File: config.mk
export PLATFORM = sky130hd
export DESIGN_NAME = memory_region_table
export DESIGN_NICKNAME = d
export VERILOG_FILES = /design/src/design/mrt_pkg.sv /design/src/design/mrt_ram.sv /design/src/design/mrt_datapath.sv /design/src/design/mrt_ctrl.sv /design/src/design/memory_region_table.sv
export SDC_FILE = /design/constraint.sdc
export NUM_CORES = 2
export LEC_CHECK = 0
export ABC_AREA = 1
export ABC_CLOCK_PERIOD_IN_PS = 27200
export BUFFER_PORTS_ARGS = -buffer_cell sky130_fd_sc_hd__buf_2
export CELL_PAD_IN_SITES_DETAIL_PLACEMENT = 1
export CELL_PAD_IN_SITES_GLOBAL_PLACEMENT = 1
export CORE_MARGIN = 2
export CORE_UTILIZATION = 25
export DETAILED_ROUTE_END_ITERATION = 8
export GPL_TIMING_DRIVEN = 1
export MAX_ROUTING_LAYER = met4
export PLACE_DENSITY_LB_ADDON = 0.12
export SLEW_MARGIN = 20
export SYNTH_ARGS = -nofsm -noshare
export SYNTH_HDL_FRONTEND = slang
export SYNTH_SLANG_ARGS = --single-unit
File: constraint.sdc
create_clock -name clk -period 27.2 [get_ports clk]
set_clock_uncertainty 0.15 [all_clocks]
set_input_delay 0 -clock clk [delete_from_list [all_inputs] [get_ports clk]]
set_output_delay 0 -clock clk [all_outputs]
set_load 0.02 [all_outputs]
File: src/design/mrt_pkg.sv
package mrt_pkg;

    // Field widths
    localparam int MODE_W   = 2;
    localparam int BASE_W   = 64;
    localparam int LEN_W    = 64;
    localparam int IDX_W    = 4;
    localparam int COUNT_W  = 5;
    localparam int FLAG_W   = 2;
    localparam int S_DATA_W = 136;
    localparam int M_DATA_W = 136;

    // Operation codes carried on the slave tuser
    localparam logic [MODE_W-1:0] MODE_ADD    = 2'd0;
    localparam logic [MODE_W-1:0] MODE_REMOVE = 2'd1;
    localparam logic [MODE_W-1:0] MODE_READ   = 2'd2;

    // Commands from the controller to the datapath
    typedef struct packed {
        logic capture;     // latch the input word, clear result flags
        logic add;         // append the input range if there is room
        logic rd_idx;      // read the table at the requested index
        logic set_bad;     // flag an out-of-range read
        logic rd_capture;  // hold the read data as the result
        logic rd_walk;     // read the entry under the walk pointer
        logic load;        // form lo and hi of the fetched entry
        logic trim;        // cut head and tail against the removed range
        logic split;       // check for a hole, form the piece lengths
        logic wr_keep;     // write back the kept piece, advance the walk
        logic wr_app;      // append the upper piece of a split
        logic walk_end;    // drop squeezed entries from the count
        logic publish;     // load the output register
    } cmd_t;

    // Status from the datapath to the controller
    typedef struct packed {
        logic walk_more;   // walk pointer below the entry count
        logic idx_ok;      // read index below the entry count
        logic split;       // current entry has a hole in the middle
        logic out_free;    // output register can take a word
    } stat_t;

endpackage

File: src/design/mrt_ram.sv
module mrt_ram #(
    parameter int WIDTH = 128,
    parameter int DEPTH = 16
) (
    input  logic                     clk,
    input  logic                     we,
    input  logic [$clog2(DEPTH)-1:0] waddr,
    input  logic [WIDTH-1:0]         wdata,
    input  logic                     re,
    input  logic [$clog2(DEPTH)-1:0] raddr,
    output logic [WIDTH-1:0]         rdata
);

    logic [WIDTH-1:0] mem [DEPTH];
    logic [WIDTH-1:0] rdata_reg;

    always_ff @(posedge clk)
    begin
        if (we)
        begin
            mem[waddr] <= wdata;
        end
        if (re)
        begin
            rdata_reg <= mem[raddr];
        end
    end

    assign rdata = rdata_reg;

endmodule

File: src/design/mrt_datapath.sv
module mrt_datapath #(
    parameter int TABLE_DEPTH = 16
) (
    input  logic                        clk,
    input  logic                        rst_n,
    input  mrt_pkg::cmd_t               cmd,
    output mrt_pkg::stat_t              stat,
    input  logic [mrt_pkg::BASE_W-1:0]  in_base,
    input  logic [mrt_pkg::LEN_W-1:0]   in_length,
    input  logic [mrt_pkg::IDX_W-1:0]   in_index,
    input  logic                        out_ready,
    output logic                        out_valid,
    output logic [mrt_pkg::BASE_W-1:0]  out_base,
    output logic [mrt_pkg::LEN_W-1:0]   out_length,
    output logic [mrt_pkg::COUNT_W-1:0] out_count,
    output logic                        out_dropped,
    output logic                        out_bad
);
    import mrt_pkg::*;

    localparam int AW = $clog2(TABLE_DEPTH);
    localparam int CW = $clog2(TABLE_DEPTH + 1);
    localparam int XW = (CW > IDX_W) ? CW : IDX_W;
    localparam int RW = (CW > COUNT_W) ? CW : COUNT_W;
    localparam int EW = BASE_W + LEN_W;
    localparam logic [CW-1:0] DEPTH_C = CW'(TABLE_DEPTH);

    // Input word
    logic [BASE_W-1:0] cut_lo_reg;
    logic [LEN_W-1:0]  len_reg;
    logic [BASE_W-1:0] cut_hi_reg;
    logic [IDX_W-1:0]  idx_reg;

    // Counters
    logic [CW-1:0] count_reg, count_next;
    logic [CW-1:0] i_reg, i_next;
    logic [CW-1:0] k_reg, k_next;

    // Walk pipeline
    logic [BASE_W-1:0] lo_reg, lo_next;
    logic [BASE_W-1:0] hi_reg, hi_next;
    logic [LEN_W-1:0]  keep_len_reg, keep_len_next;
    logic [LEN_W-1:0]  up_len_reg, up_len_next;
    logic              split_reg, split_next;
    logic              skip_reg, skip_next;

    // Result
    logic [BASE_W-1:0] res_base_reg, res_base_next;
    logic [LEN_W-1:0]  res_len_reg, res_len_next;
    logic              lost_reg, lost_next;
    logic              bad_reg, bad_next;

    // Output register
    logic               out_valid_reg, out_valid_next;
    logic [BASE_W-1:0]  out_base_reg;
    logic [LEN_W-1:0]   out_len_reg;
    logic [COUNT_W-1:0] out_count_reg;
    logic               out_dropped_reg;
    logic               out_bad_reg;

    // Table memory
    logic          we;
    logic [AW-1:0] waddr;
    logic [EW-1:0] wdata;
    logic          re;
    logic [AW-1:0] raddr;
    logic [EW-1:0] rdata;
    logic [BASE_W-1:0] rd_base;
    logic [LEN_W-1:0]  rd_len;

    logic          full;
    logic          keep_nz;
    logic [XW-1:0] idx_x;
    logic [XW-1:0] count_xi;
    logic [RW-1:0] count_xo;

    // Trim compares
    logic c_a, c_b, c_c, c_d, c_f, c_g, cl_gt_lo1;
    logic [BASE_W-1:0] lo1, hi1;
    logic [LEN_W-1:0]  d_keep, d_cut, d_up;
    logic              sp;

    mrt_ram #(
        .WIDTH (EW),
        .DEPTH (TABLE_DEPTH)
    ) u_ram (
        .clk   (clk),
        .we    (we),
        .waddr (waddr),
        .wdata (wdata),
        .re    (re),
        .raddr (raddr),
        .rdata (rdata)
    );

    assign rd_base  = rdata[BASE_W-1:0];
    assign rd_len   = rdata[EW-1:BASE_W];
    assign full     = (count_reg >= DEPTH_C);
    assign keep_nz  = (keep_len_reg != '0);
    assign idx_x    = XW'(idx_reg);
    assign count_xi = XW'(count_reg);
    assign count_xo = RW'(count_reg);

    // Memory port steering
    always_comb
    begin
        we    = 1'b0;
        waddr = count_reg[AW-1:0];
        wdata = {len_reg, cut_lo_reg};
        if (cmd.add && !full)
        begin
            we = 1'b1;
        end
        if (cmd.wr_keep && keep_nz)
        begin
            we    = 1'b1;
            waddr = k_reg[AW-1:0];
            wdata = {keep_len_reg, lo_reg};
        end
        if (cmd.wr_app && !full)
        begin
            we    = 1'b1;
            wdata = {up_len_reg, cut_hi_reg};
        end
        re    = cmd.rd_idx || cmd.rd_walk;
        raddr = cmd.rd_idx ? idx_x[AW-1:0] : i_reg[AW-1:0];
    end

    // Head and tail trim; all compares use the untrimmed lo and hi
    always_comb
    begin
        c_a = (cut_hi_reg <= lo_reg);
        c_b = (cut_lo_reg >= hi_reg);
        c_c = (cut_lo_reg <= lo_reg);
        c_d = (cut_hi_reg < hi_reg);
        c_f = (cut_lo_reg > cut_hi_reg);
        c_g = (cut_lo_reg > hi_reg);
        lo1 = c_c ? (c_d ? cut_hi_reg : hi_reg) : lo_reg;
        cl_gt_lo1 = c_c ? (c_d ? c_f : c_g) : 1'b1;
        hi1 = c_d ? hi_reg : (cl_gt_lo1 ? cut_lo_reg : lo1);
    end

    // Hole check and piece lengths; an entry the cut misses is never split
    always_comb
    begin
        sp     = !skip_reg && (cut_lo_reg > lo_reg) && (cut_hi_reg < hi_reg);
        d_keep = hi_reg - lo_reg;
        d_cut  = cut_lo_reg - lo_reg;
        d_up   = hi_reg - cut_hi_reg;
    end

    always_comb
    begin
        count_next    = count_reg;
        i_next        = i_reg;
        k_next        = k_reg;
        lo_next       = lo_reg;
        hi_next       = hi_reg;
        keep_len_next = keep_len_reg;
        up_len_next   = up_len_reg;
        split_next    = split_reg;
        skip_next     = skip_reg;
        res_base_next = res_base_reg;
        res_len_next  = res_len_reg;
        lost_next     = lost_reg;
        bad_next      = bad_reg;

        if (cmd.capture)
        begin
            i_next        = '0;
            k_next        = '0;
            res_base_next = '0;
            res_len_next  = '0;
            lost_next     = 1'b0;
            bad_next      = 1'b0;
        end
        if (cmd.add || cmd.wr_app)
        begin
            if (full)
            begin
                lost_next = 1'b1;
            end
            else
            begin
                count_next = count_reg + 1'b1;
            end
        end
        if (cmd.set_bad)
        begin
            bad_next = 1'b1;
        end
        if (cmd.rd_capture)
        begin
            res_base_next = rd_base;
            res_len_next  = rd_len;
        end
        if (cmd.load)
        begin
            lo_next = rd_base;
            hi_next = rd_base + rd_len;
        end
        if (cmd.trim)
        begin
            skip_next = c_a || c_b;
            if (!(c_a || c_b))
            begin
                lo_next = lo1;
                hi_next = hi1;
            end
        end
        if (cmd.split)
        begin
            split_next    = sp;
            keep_len_next = sp ? d_cut : d_keep;
            up_len_next   = d_up;
        end
        if (cmd.wr_keep)
        begin
            i_next = i_reg + 1'b1;
            if (keep_nz)
            begin
                k_next = k_reg + 1'b1;
            end
        end
        if (cmd.walk_end)
        begin
            count_next = k_reg;
        end
    end

    always_comb
    begin
        out_valid_next = out_valid_reg;
        if (cmd.publish)
        begin
            out_valid_next = 1'b1;
        end
        else if (out_ready)
        begin
            out_valid_next = 1'b0;
        end
    end

    always_ff @(posedge clk or negedge rst_n)
    begin
        if (!rst_n)
        begin
            count_reg     <= '0;
            i_reg         <= '0;
            k_reg         <= '0;
            out_valid_reg <= 1'b0;
        end
        else
        begin
            count_reg     <= count_next;
            i_reg         <= i_next;
            k_reg         <= k_next;
            out_valid_reg <= out_valid_next;
        end
    end

    always_ff @(posedge clk)
    begin
        if (cmd.capture)
        begin
            cut_lo_reg <= in_base;
            len_reg    <= in_length;
            cut_hi_reg <= in_base + in_length;
            idx_reg    <= in_index;
        end
        lo_reg       <= lo_next;
        hi_reg       <= hi_next;
        keep_len_reg <= keep_len_next;
        up_len_reg   <= up_len_next;
        split_reg    <= split_next;
        skip_reg     <= skip_next;
        res_base_reg <= res_base_next;
        res_len_reg  <= res_len_next;
        lost_reg     <= lost_next;
        bad_reg      <= bad_next;
        if (cmd.publish)
        begin
            out_base_reg    <= res_base_reg;
            out_len_reg     <= res_len_reg;
            out_count_reg   <= count_xo[COUNT_W-1:0];
            out_dropped_reg <= lost_reg;
            out_bad_reg     <= bad_reg;
        end
    end

    assign stat.walk_more = (i_reg < count_reg);
    assign stat.idx_ok    = (idx_x < count_xi);
    assign stat.split     = split_reg;
    assign stat.out_free  = !out_valid_reg || out_ready;

    assign out_valid   = out_valid_reg;
    assign out_base    = out_base_reg;
    assign out_length  = out_len_reg;
    assign out_count   = out_count_reg;
    assign out_dropped = out_dropped_reg;
    assign out_bad     = out_bad_reg;

    a_count_bound: assert property (@(posedge clk) disable iff (!rst_n)
        count_reg <= DEPTH_C)
        else $error("entry count beyond table depth");

    a_pack_behind_walk: assert property (@(posedge clk) disable iff (!rst_n)
        k_reg <= i_reg)
        else $error("compaction pointer ahead of walk pointer");

    a_publish_free: assert property (@(posedge clk) disable iff (!rst_n)
        cmd.publish |-> stat.out_free)
        else $error("result overwrote an untaken word");

endmodule

File: src/design/mrt_ctrl.sv
module mrt_ctrl (
    input  logic                       clk,
    input  logic                       rst_n,
    input  logic                       in_valid,
    input  logic [mrt_pkg::MODE_W-1:0] in_mode,
    output logic                       in_ready,
    output mrt_pkg::cmd_t              cmd,
    input  mrt_pkg::stat_t             stat
);
    import mrt_pkg::*;

    typedef enum logic [12:0] {
        ST_IDLE   = 13'b0000000000001,
        ST_ADD    = 13'b0000000000010,
        ST_RREQ   = 13'b0000000000100,
        ST_RWAIT  = 13'b0000000001000,
        ST_WCHK   = 13'b0000000010000,
        ST_WLD    = 13'b0000000100000,
        ST_WTRIM  = 13'b0000001000000,
        ST_WSPLIT = 13'b0000010000000,
        ST_WWR    = 13'b0000100000000,
        ST_WAPP   = 13'b0001000000000,
        ST_DONE   = 13'b0010000000000,
        ST_RSKIP  = 13'b0100000000000,
        ST_WEND   = 13'b1000000000000
    } state_t;

    state_t state_reg, state_next;

    always_comb
    begin
        state_next = state_reg;
        cmd        = '0;
        in_ready   = 1'b0;
        unique case (state_reg)
            ST_IDLE:
            begin
                in_ready = 1'b1;
                if (in_valid)
                begin
                    cmd.capture = 1'b1;
                    unique case (in_mode)
                        MODE_ADD:    state_next = ST_ADD;
                        MODE_REMOVE: state_next = ST_WCHK;
                        MODE_READ:   state_next = ST_RREQ;
                        default:     state_next = ST_DONE;
                    endcase
                end
            end
            ST_ADD:
            begin
                cmd.add    = 1'b1;
                state_next = ST_DONE;
            end
            ST_RREQ:
            begin
                if (stat.idx_ok)
                begin
                    cmd.rd_idx = 1'b1;
                    state_next = ST_RWAIT;
                end
                else
                begin
                    state_next = ST_RSKIP;
                end
            end
            ST_RSKIP:
            begin
                cmd.set_bad = 1'b1;
                state_next  = ST_DONE;
            end
            ST_RWAIT:
            begin
                cmd.rd_capture = 1'b1;
                state_next     = ST_DONE;
            end
            ST_WCHK:
            begin
                if (stat.walk_more)
                begin
                    cmd.rd_walk = 1'b1;
                    state_next  = ST_WLD;
                end
                else
                begin
                    state_next = ST_WEND;
                end
            end
            ST_WLD:
            begin
                cmd.load   = 1'b1;
                state_next = ST_WTRIM;
            end
            ST_WTRIM:
            begin
                cmd.trim   = 1'b1;
                state_next = ST_WSPLIT;
            end
            ST_WSPLIT:
            begin
                cmd.split  = 1'b1;
                state_next = ST_WWR;
            end
            ST_WWR:
            begin
                cmd.wr_keep = 1'b1;
                state_next  = stat.split ? ST_WAPP : ST_WCHK;
            end
            ST_WAPP:
            begin
                cmd.wr_app = 1'b1;
                state_next = ST_WCHK;
            end
            ST_WEND:
            begin
                cmd.walk_end = 1'b1;
                state_next   = ST_DONE;
            end
            ST_DONE:
            begin
                if (stat.out_free)
                begin
                    cmd.publish = 1'b1;
                    state_next  = ST_IDLE;
                end
            end
            default:
            begin
                state_next = ST_IDLE;
            end
        endcase
    end

    always_ff @(posedge clk or negedge rst_n)
    begin
        if (!rst_n)
        begin
            state_reg <= ST_IDLE;
        end
        else
        begin
            state_reg <= state_next;
        end
    end

    a_one_in_flight: assert property (@(posedge clk) disable iff (!rst_n)
        (in_valid && in_ready) |=> !in_ready)
        else $error("second word taken while one is in flight");

    a_publish_to_idle: assert property (@(posedge clk) disable iff (!rst_n)
        cmd.publish |=> (state_reg == ST_IDLE))
        else $error("controller not idle after publishing");

    a_split_appends: assert property (@(posedge clk) disable iff (!rst_n)
        (cmd.wr_keep && stat.split) |=> cmd.wr_app)
        else $error("split piece not appended after write-back");

endmodule

File: src/design/memory_region_table.sv
// Result path: an add passes the add state, a read the request and then the wait or skip state,
//   mode 3 goes straight to done, and a remove walks every entry (splitting holes) before done.
// Throughput: one word at a time; the next word is taken the cycle after the
//   result is loaded into the output register, paced by the controller sequence.
// Reset clears the entry count and all control state; table contents stay
//   undefined and need no clearing pass, since only slots below the count are read.
module memory_region_table #(
    parameter int TABLE_DEPTH = 16
) (
    input  logic                         clk,
    input  logic                         rst_n,
    // Slave side
    input  logic                         s_axis_tvalid,
    output logic                         s_axis_tready,
    // range_base[63:0], range_length[127:64], entry_index[131:128], zero fill above
    input  logic [mrt_pkg::S_DATA_W-1:0] s_axis_tdata,
    // mode[1:0]
    input  logic [mrt_pkg::MODE_W-1:0]   s_axis_tuser,
    // Master side
    output logic                         m_axis_tvalid,
    input  logic                         m_axis_tready,
    // region_base[63:0], region_length[127:64], region_count[132:128], zero fill above
    output logic [mrt_pkg::M_DATA_W-1:0] m_axis_tdata,
    // dropped[0], bad_index[1]
    output logic [mrt_pkg::FLAG_W-1:0]   m_axis_tuser
);
    import mrt_pkg::*;

    cmd_t  cmd;
    stat_t stat;

    logic [BASE_W-1:0]  in_base;
    logic [LEN_W-1:0]   in_length;
    logic [IDX_W-1:0]   in_index;

    logic [BASE_W-1:0]  out_base;
    logic [LEN_W-1:0]   out_length;
    logic [COUNT_W-1:0] out_count;
    logic               out_dropped;
    logic               out_bad;

    // Unpack the incoming word
    assign in_base   = s_axis_tdata[BASE_W-1:0];
    assign in_length = s_axis_tdata[BASE_W+LEN_W-1:BASE_W];
    assign in_index  = s_axis_tdata[BASE_W+LEN_W+IDX_W-1:BASE_W+LEN_W];

    // The controller sequences one operation at a time: an add is a single
    // RAM write, a read is a RAM access plus one wait state, and a remove walks
    // every entry (read, form ends, trim, hole check, write back, append of a split's upper piece) while packing
    // surviving entries downward in the same pass, so no second sweep is needed.
    mrt_ctrl u_ctrl (
        .clk      (clk),
        .rst_n    (rst_n),
        .in_valid (s_axis_tvalid),
        .in_mode  (s_axis_tuser),
        .in_ready (s_axis_tready),
        .cmd      (cmd),
        .stat     (stat)
    );

    // The datapath owns the table RAM, the count, the walk and pack pointers,
    // the trim arithmetic and the output register. The output register lets a
    // new word be taken while the previous result still waits downstream.
    mrt_datapath #(
        .TABLE_DEPTH (TABLE_DEPTH)
    ) u_dp (
        .clk         (clk),
        .rst_n       (rst_n),
        .cmd         (cmd),
        .stat        (stat),
        .in_base     (in_base),
        .in_length   (in_length),
        .in_index    (in_index),
        .out_ready   (m_axis_tready),
        .out_valid   (m_axis_tvalid),
        .out_base    (out_base),
        .out_length  (out_length),
        .out_count   (out_count),
        .out_dropped (out_dropped),
        .out_bad     (out_bad)
    );

    // Pack the result word; fill bits stay zero
    assign m_axis_tdata = {{(M_DATA_W - BASE_W - LEN_W - COUNT_W){1'b0}},
                           out_count, out_length, out_base};
    assign m_axis_tuser = {out_bad, out_dropped};

endmodule

==> results.json <==
{
  "rows": 280,
  "die_area_um2": 591300,
  "detailedPlace.worstSlack_ps": 18900,
  "drc": 0,
  "holdCritPathClass": "in -> reg",
  "status": "complete, no violations",
  "finalMaxSlewViolations": 0,
  "critical_path.max_stage_delay_ps": 890,
  "syn_avg_cell_area_um2": 9.888,
  "wl_per_cell_um": 29.09,
  "r2r_start": "u_dp.keep_len_reg[49]",
  "rsz0062_at_grt": "false",
  "portBuffers": 274,
  "cts_buffers": 365,
  "cp.arrival_ps": 8700,
  "setup_ws_ps": 18930,
  "drtIter0Drc": 9341,
  "synth-edff-count": 2829,
  "grt_first_pass_wirelength_mm": 928.4,
  "synth_area_um2": 146300,
  "r2r_setup_slack_ps": 18930,
  "hpwl_mm": 475.5,
  "vias_per_cell": 4.819,
  "ios": 282,
  "htree_levels": 5,
  "cts.clk_slew.worst_paths_ps": 60,
  "fmax_mhz": 120.9,
  "area_growth_pct": 17.85,
  "ys_seq_area_share_pct": 59.47,
  "slew_headroom_pct": 15.64,
  "r2r-end": "u_dp.u_ram.mem[11][107]",
  "core_um2": 582300,
  "final_area_um2": 172400,
  "synthCells": 14795,
  "min_period_over_period_pct": 30.40,
  "place.gp.congestion": 0.9677,
  "maxCapViolations": 0,
  "grt_overflow_total": 0,
  "setup.worst_path.start": "u_dp.keep_len_reg[49]",
  "antenna_left": 0,
  "cts_resized": 0,
  "grt_pass1_vias": 110539,
  "setup-tns-final_ps": 0,
  "die_y_um": 769.0,
  "cts_root_buf": "clkbuf_16",
  "path_cells": "nor4_1 > nand4_1 > nor4_1 > nand2_4 > nand2_4 > inv_2 > buf_4 > nand2_1 > nand2_1 > nor2_1 > nand2_1 > nor2_4 > buf_4 > buf_4 > buf_4 > buf_4",
  "endpoint_kind": "flip-flop",
  "dieWidth_um": 769.0,
  "cts_tree": "yes",
  "wirelength_mm": 682.5,
  "initial_core_util_pct": 25.13,
  "crit_end": "u_dp.u_ram.mem[11][107]",
  "nets": 16050,
  "power_density_nw_per_um2": 85.79,
  "worstMarginPinSlew_ps": 1252,
  "synth_warnings": 0,
  "cp_common_cell": "buf_4",
  "ctsLongestPathBuffers": 4,
  "leakage_nw": 69.34,
  "finalSetupViolations": 0,
  "grtUsageTotal_pct": 23.03,
  "grt_max_degree": 198,
  "ir_worst_vdd_v": 0.00006248,
  "critPathLaunchType": "flip-flop",
  "async_flop_share_pct": 0.9918,
  "clkLatencyLatePin_ps": 1030,
  "synth_ff_type": "edfxtp_1",
  "first_pass_iters": 6,
  "dpl_cell_area_um2": 157800,
  "finalCriticalPeriod_ps": 8268,
  "power.total_mw": 14.79,
  "yosys_register_bits": 2924,
  "ys_types": 59,
  "largest_reg_flops": 2048,
  "fillCellCount": 65856,
  "antenna_found_initial": 61,
  "vias": 113044,
  "crit_type": "reg -> reg",
  "r2r_cells": 16,
  "hold_viol": 0,
  "critPathMaxFanout": 42,
  "required_ps": 27630,
  "crit_slowest_cell": "buf_4",
  "cts.sinks": 2924,
  "layout-drive-gt1-share_pct": 7.775
}
==> through the flow <==
step,cells,hold WS [ps],utilization [%]
2_1_floorplan,14797,-445.6,-
3_3_place_gp,22491,2.181,27.10
3_5_place_dp,22491,2.301,27.10
4_1_cts,23434,6.094,29.60
5_1_grt,23447,76.15,29.60
6_report,23458,69.16,29.61
==> report_power, final <==
group | switching (mW) | internal [mW] | total [mW]
Clock | 2.08 | 2.80 | 4.88
Combinational | 2.92 | 0.975 | 3.90
Sequential | 0.366 | 5.64 | 6.01
==> layout by cell type (no fill, tap or decap), types with 279 or more instances in the layout <==
| master | netlist | final |
|---|---|---|
| edfxtp_1 | 2829 | 2829 |
| ha_1 | 520 | 520 |
| nor2_1 | 979 | 960 |
| dlygate4sd3_1 | 0 | 279 |
| inv_1 | 2030 | 2023 |
| o21ai_0 | 575 | 506 |
| o211ai_1 | 958 | 958 |
| nand2_1 | 3499 | 3492 |
| a21oi_1 | 588 | 588 |
| clkbuf_16 | 0 | 370 |
| nand3_1 | 1251 | 1250 |
==> per-layer routing <==
metal | up-vias | routed length (µm) | GRT usage, %
met5 | - | 0 | -
met4 | 0 | 17470 | 5.103
met3 | 666 | 31850 | 2.765
met2 | 2557 | 320200 | 37.24
met1 | 57577 | 313000 | 31.03
li1 | 52244 | - | -
==> synthesized netlist by cell type, types with 10 or more instances <==
master | instances | area, µm²
a21boi_0 | 19 | 142.6
a21o_1 | 44 | 330.3
a21oi_1 | 588 | 2943
a221oi_1 | 10 | 87.58
a31oi_1 | 117 | 732.0
buf_1 | 44 | 165.2
buf_2 | 337 | 1687
buf_4 | 17 | 127.6
clkbuf_1 | 217 | 814.5
dfrtp_1 | 28 | 700.7
dfxtp_1 | 66 | 1321
edfxtp_1 | 2829 | 84950
ha_1 | 520 | 6506
inv_1 | 2030 | 7620
nand2_1 | 3499 | 13130
nand3_1 | 1251 | 6261
nand3b_1 | 21 | 157.7
nand4_1 | 64 | 400.4
nor2_1 | 979 | 3675
nor3_1 | 76 | 380.4
nor4_1 | 43 | 269.0
o211ai_1 | 958 | 7192
o21a_1 | 41 | 307.8
o21ai_0 | 575 | 2878
o21ai_1 | 23 | 115.1
o21bai_1 | 57 | 427.9
xnor2_1 | 90 | 788.3
xor2_1 | 158 | 1384
==> cell type report <==
cell class / count / area (µm²) / share of cell area, %
antenna: 24 / 60.06 / 0.03484
tap: 7755 / 9703 / 5.628
multi-input combinational: 9216 / 49640 / 28.79
clock inverter: 203 / 2092 / 1.213
inverter: 2037 / 7689 / 4.460
clock buffer: 460 / 9637 / 5.590
timing repair buffer: 839 / 6586 / 3.820
sequential: 2924 / 87000 / 50.46
==> critical path, delay by kind of cell (launching register included) <==
| kind | cells | cell delay, ps |
|---|---|---|
| buffers and inverters | 6 | 3320 |
| DFF | 1 | 420 |
| and+or+nand+nor | 10 | 3640 |
==> worst min-delay path by stage <==
| stage | start | end | slack (ps) | cells past startpoint |
|---|---|---|---|---|
| detailed placement | rst_n | u_dp.out_valid | 2 | 1 |
| floorplan | rst_n | u_ctrl.state_reg[10] | -450 | 0 |
| global placement | rst_n | u_dp.count_reg[3] | 2 | 1 |
| CTS | s_axis_tdata[4] | u_dp.cut_hi_reg[4] | 6 | 4 |
| finish | s_axis_tdata[3] | u_dp.cut_hi_reg[3] | 70 | 4 |
| global route | s_axis_tdata[4] | u_dp.cut_hi_reg[4] | 80 | 4 |
==> what timing repair did <==
action	in CTS	in global routing
setup buffers	0	0
hold endpoints to repair	369	0
hold buffers	280	0
==> cells by family (layout without fill, tap and decap cells) <==
| group | after synthesis | in the layout | synth area share (%) |
|---|---|---|---|
| other | 1 | 27 | 0.002563 |
| AND/OR/NAND/NOR | 5965 | 5965 | 16.75 |
| buffers and inverters | 2657 | 3539 | 7.175 |
| AO/OA/AOI/OAI | 2473 | 2473 | 10.59 |
| multiplexers | 2 | 2 | 0.01368 |
| flip-flops | 2924 | 2924 | 59.47 |
| adder cells (fa/ha/maj) | 525 | 525 | 4.516 |
| XOR/XNOR | 248 | 248 | 1.485 |
No activity file was read; power rests on OpenSTA's default activity.
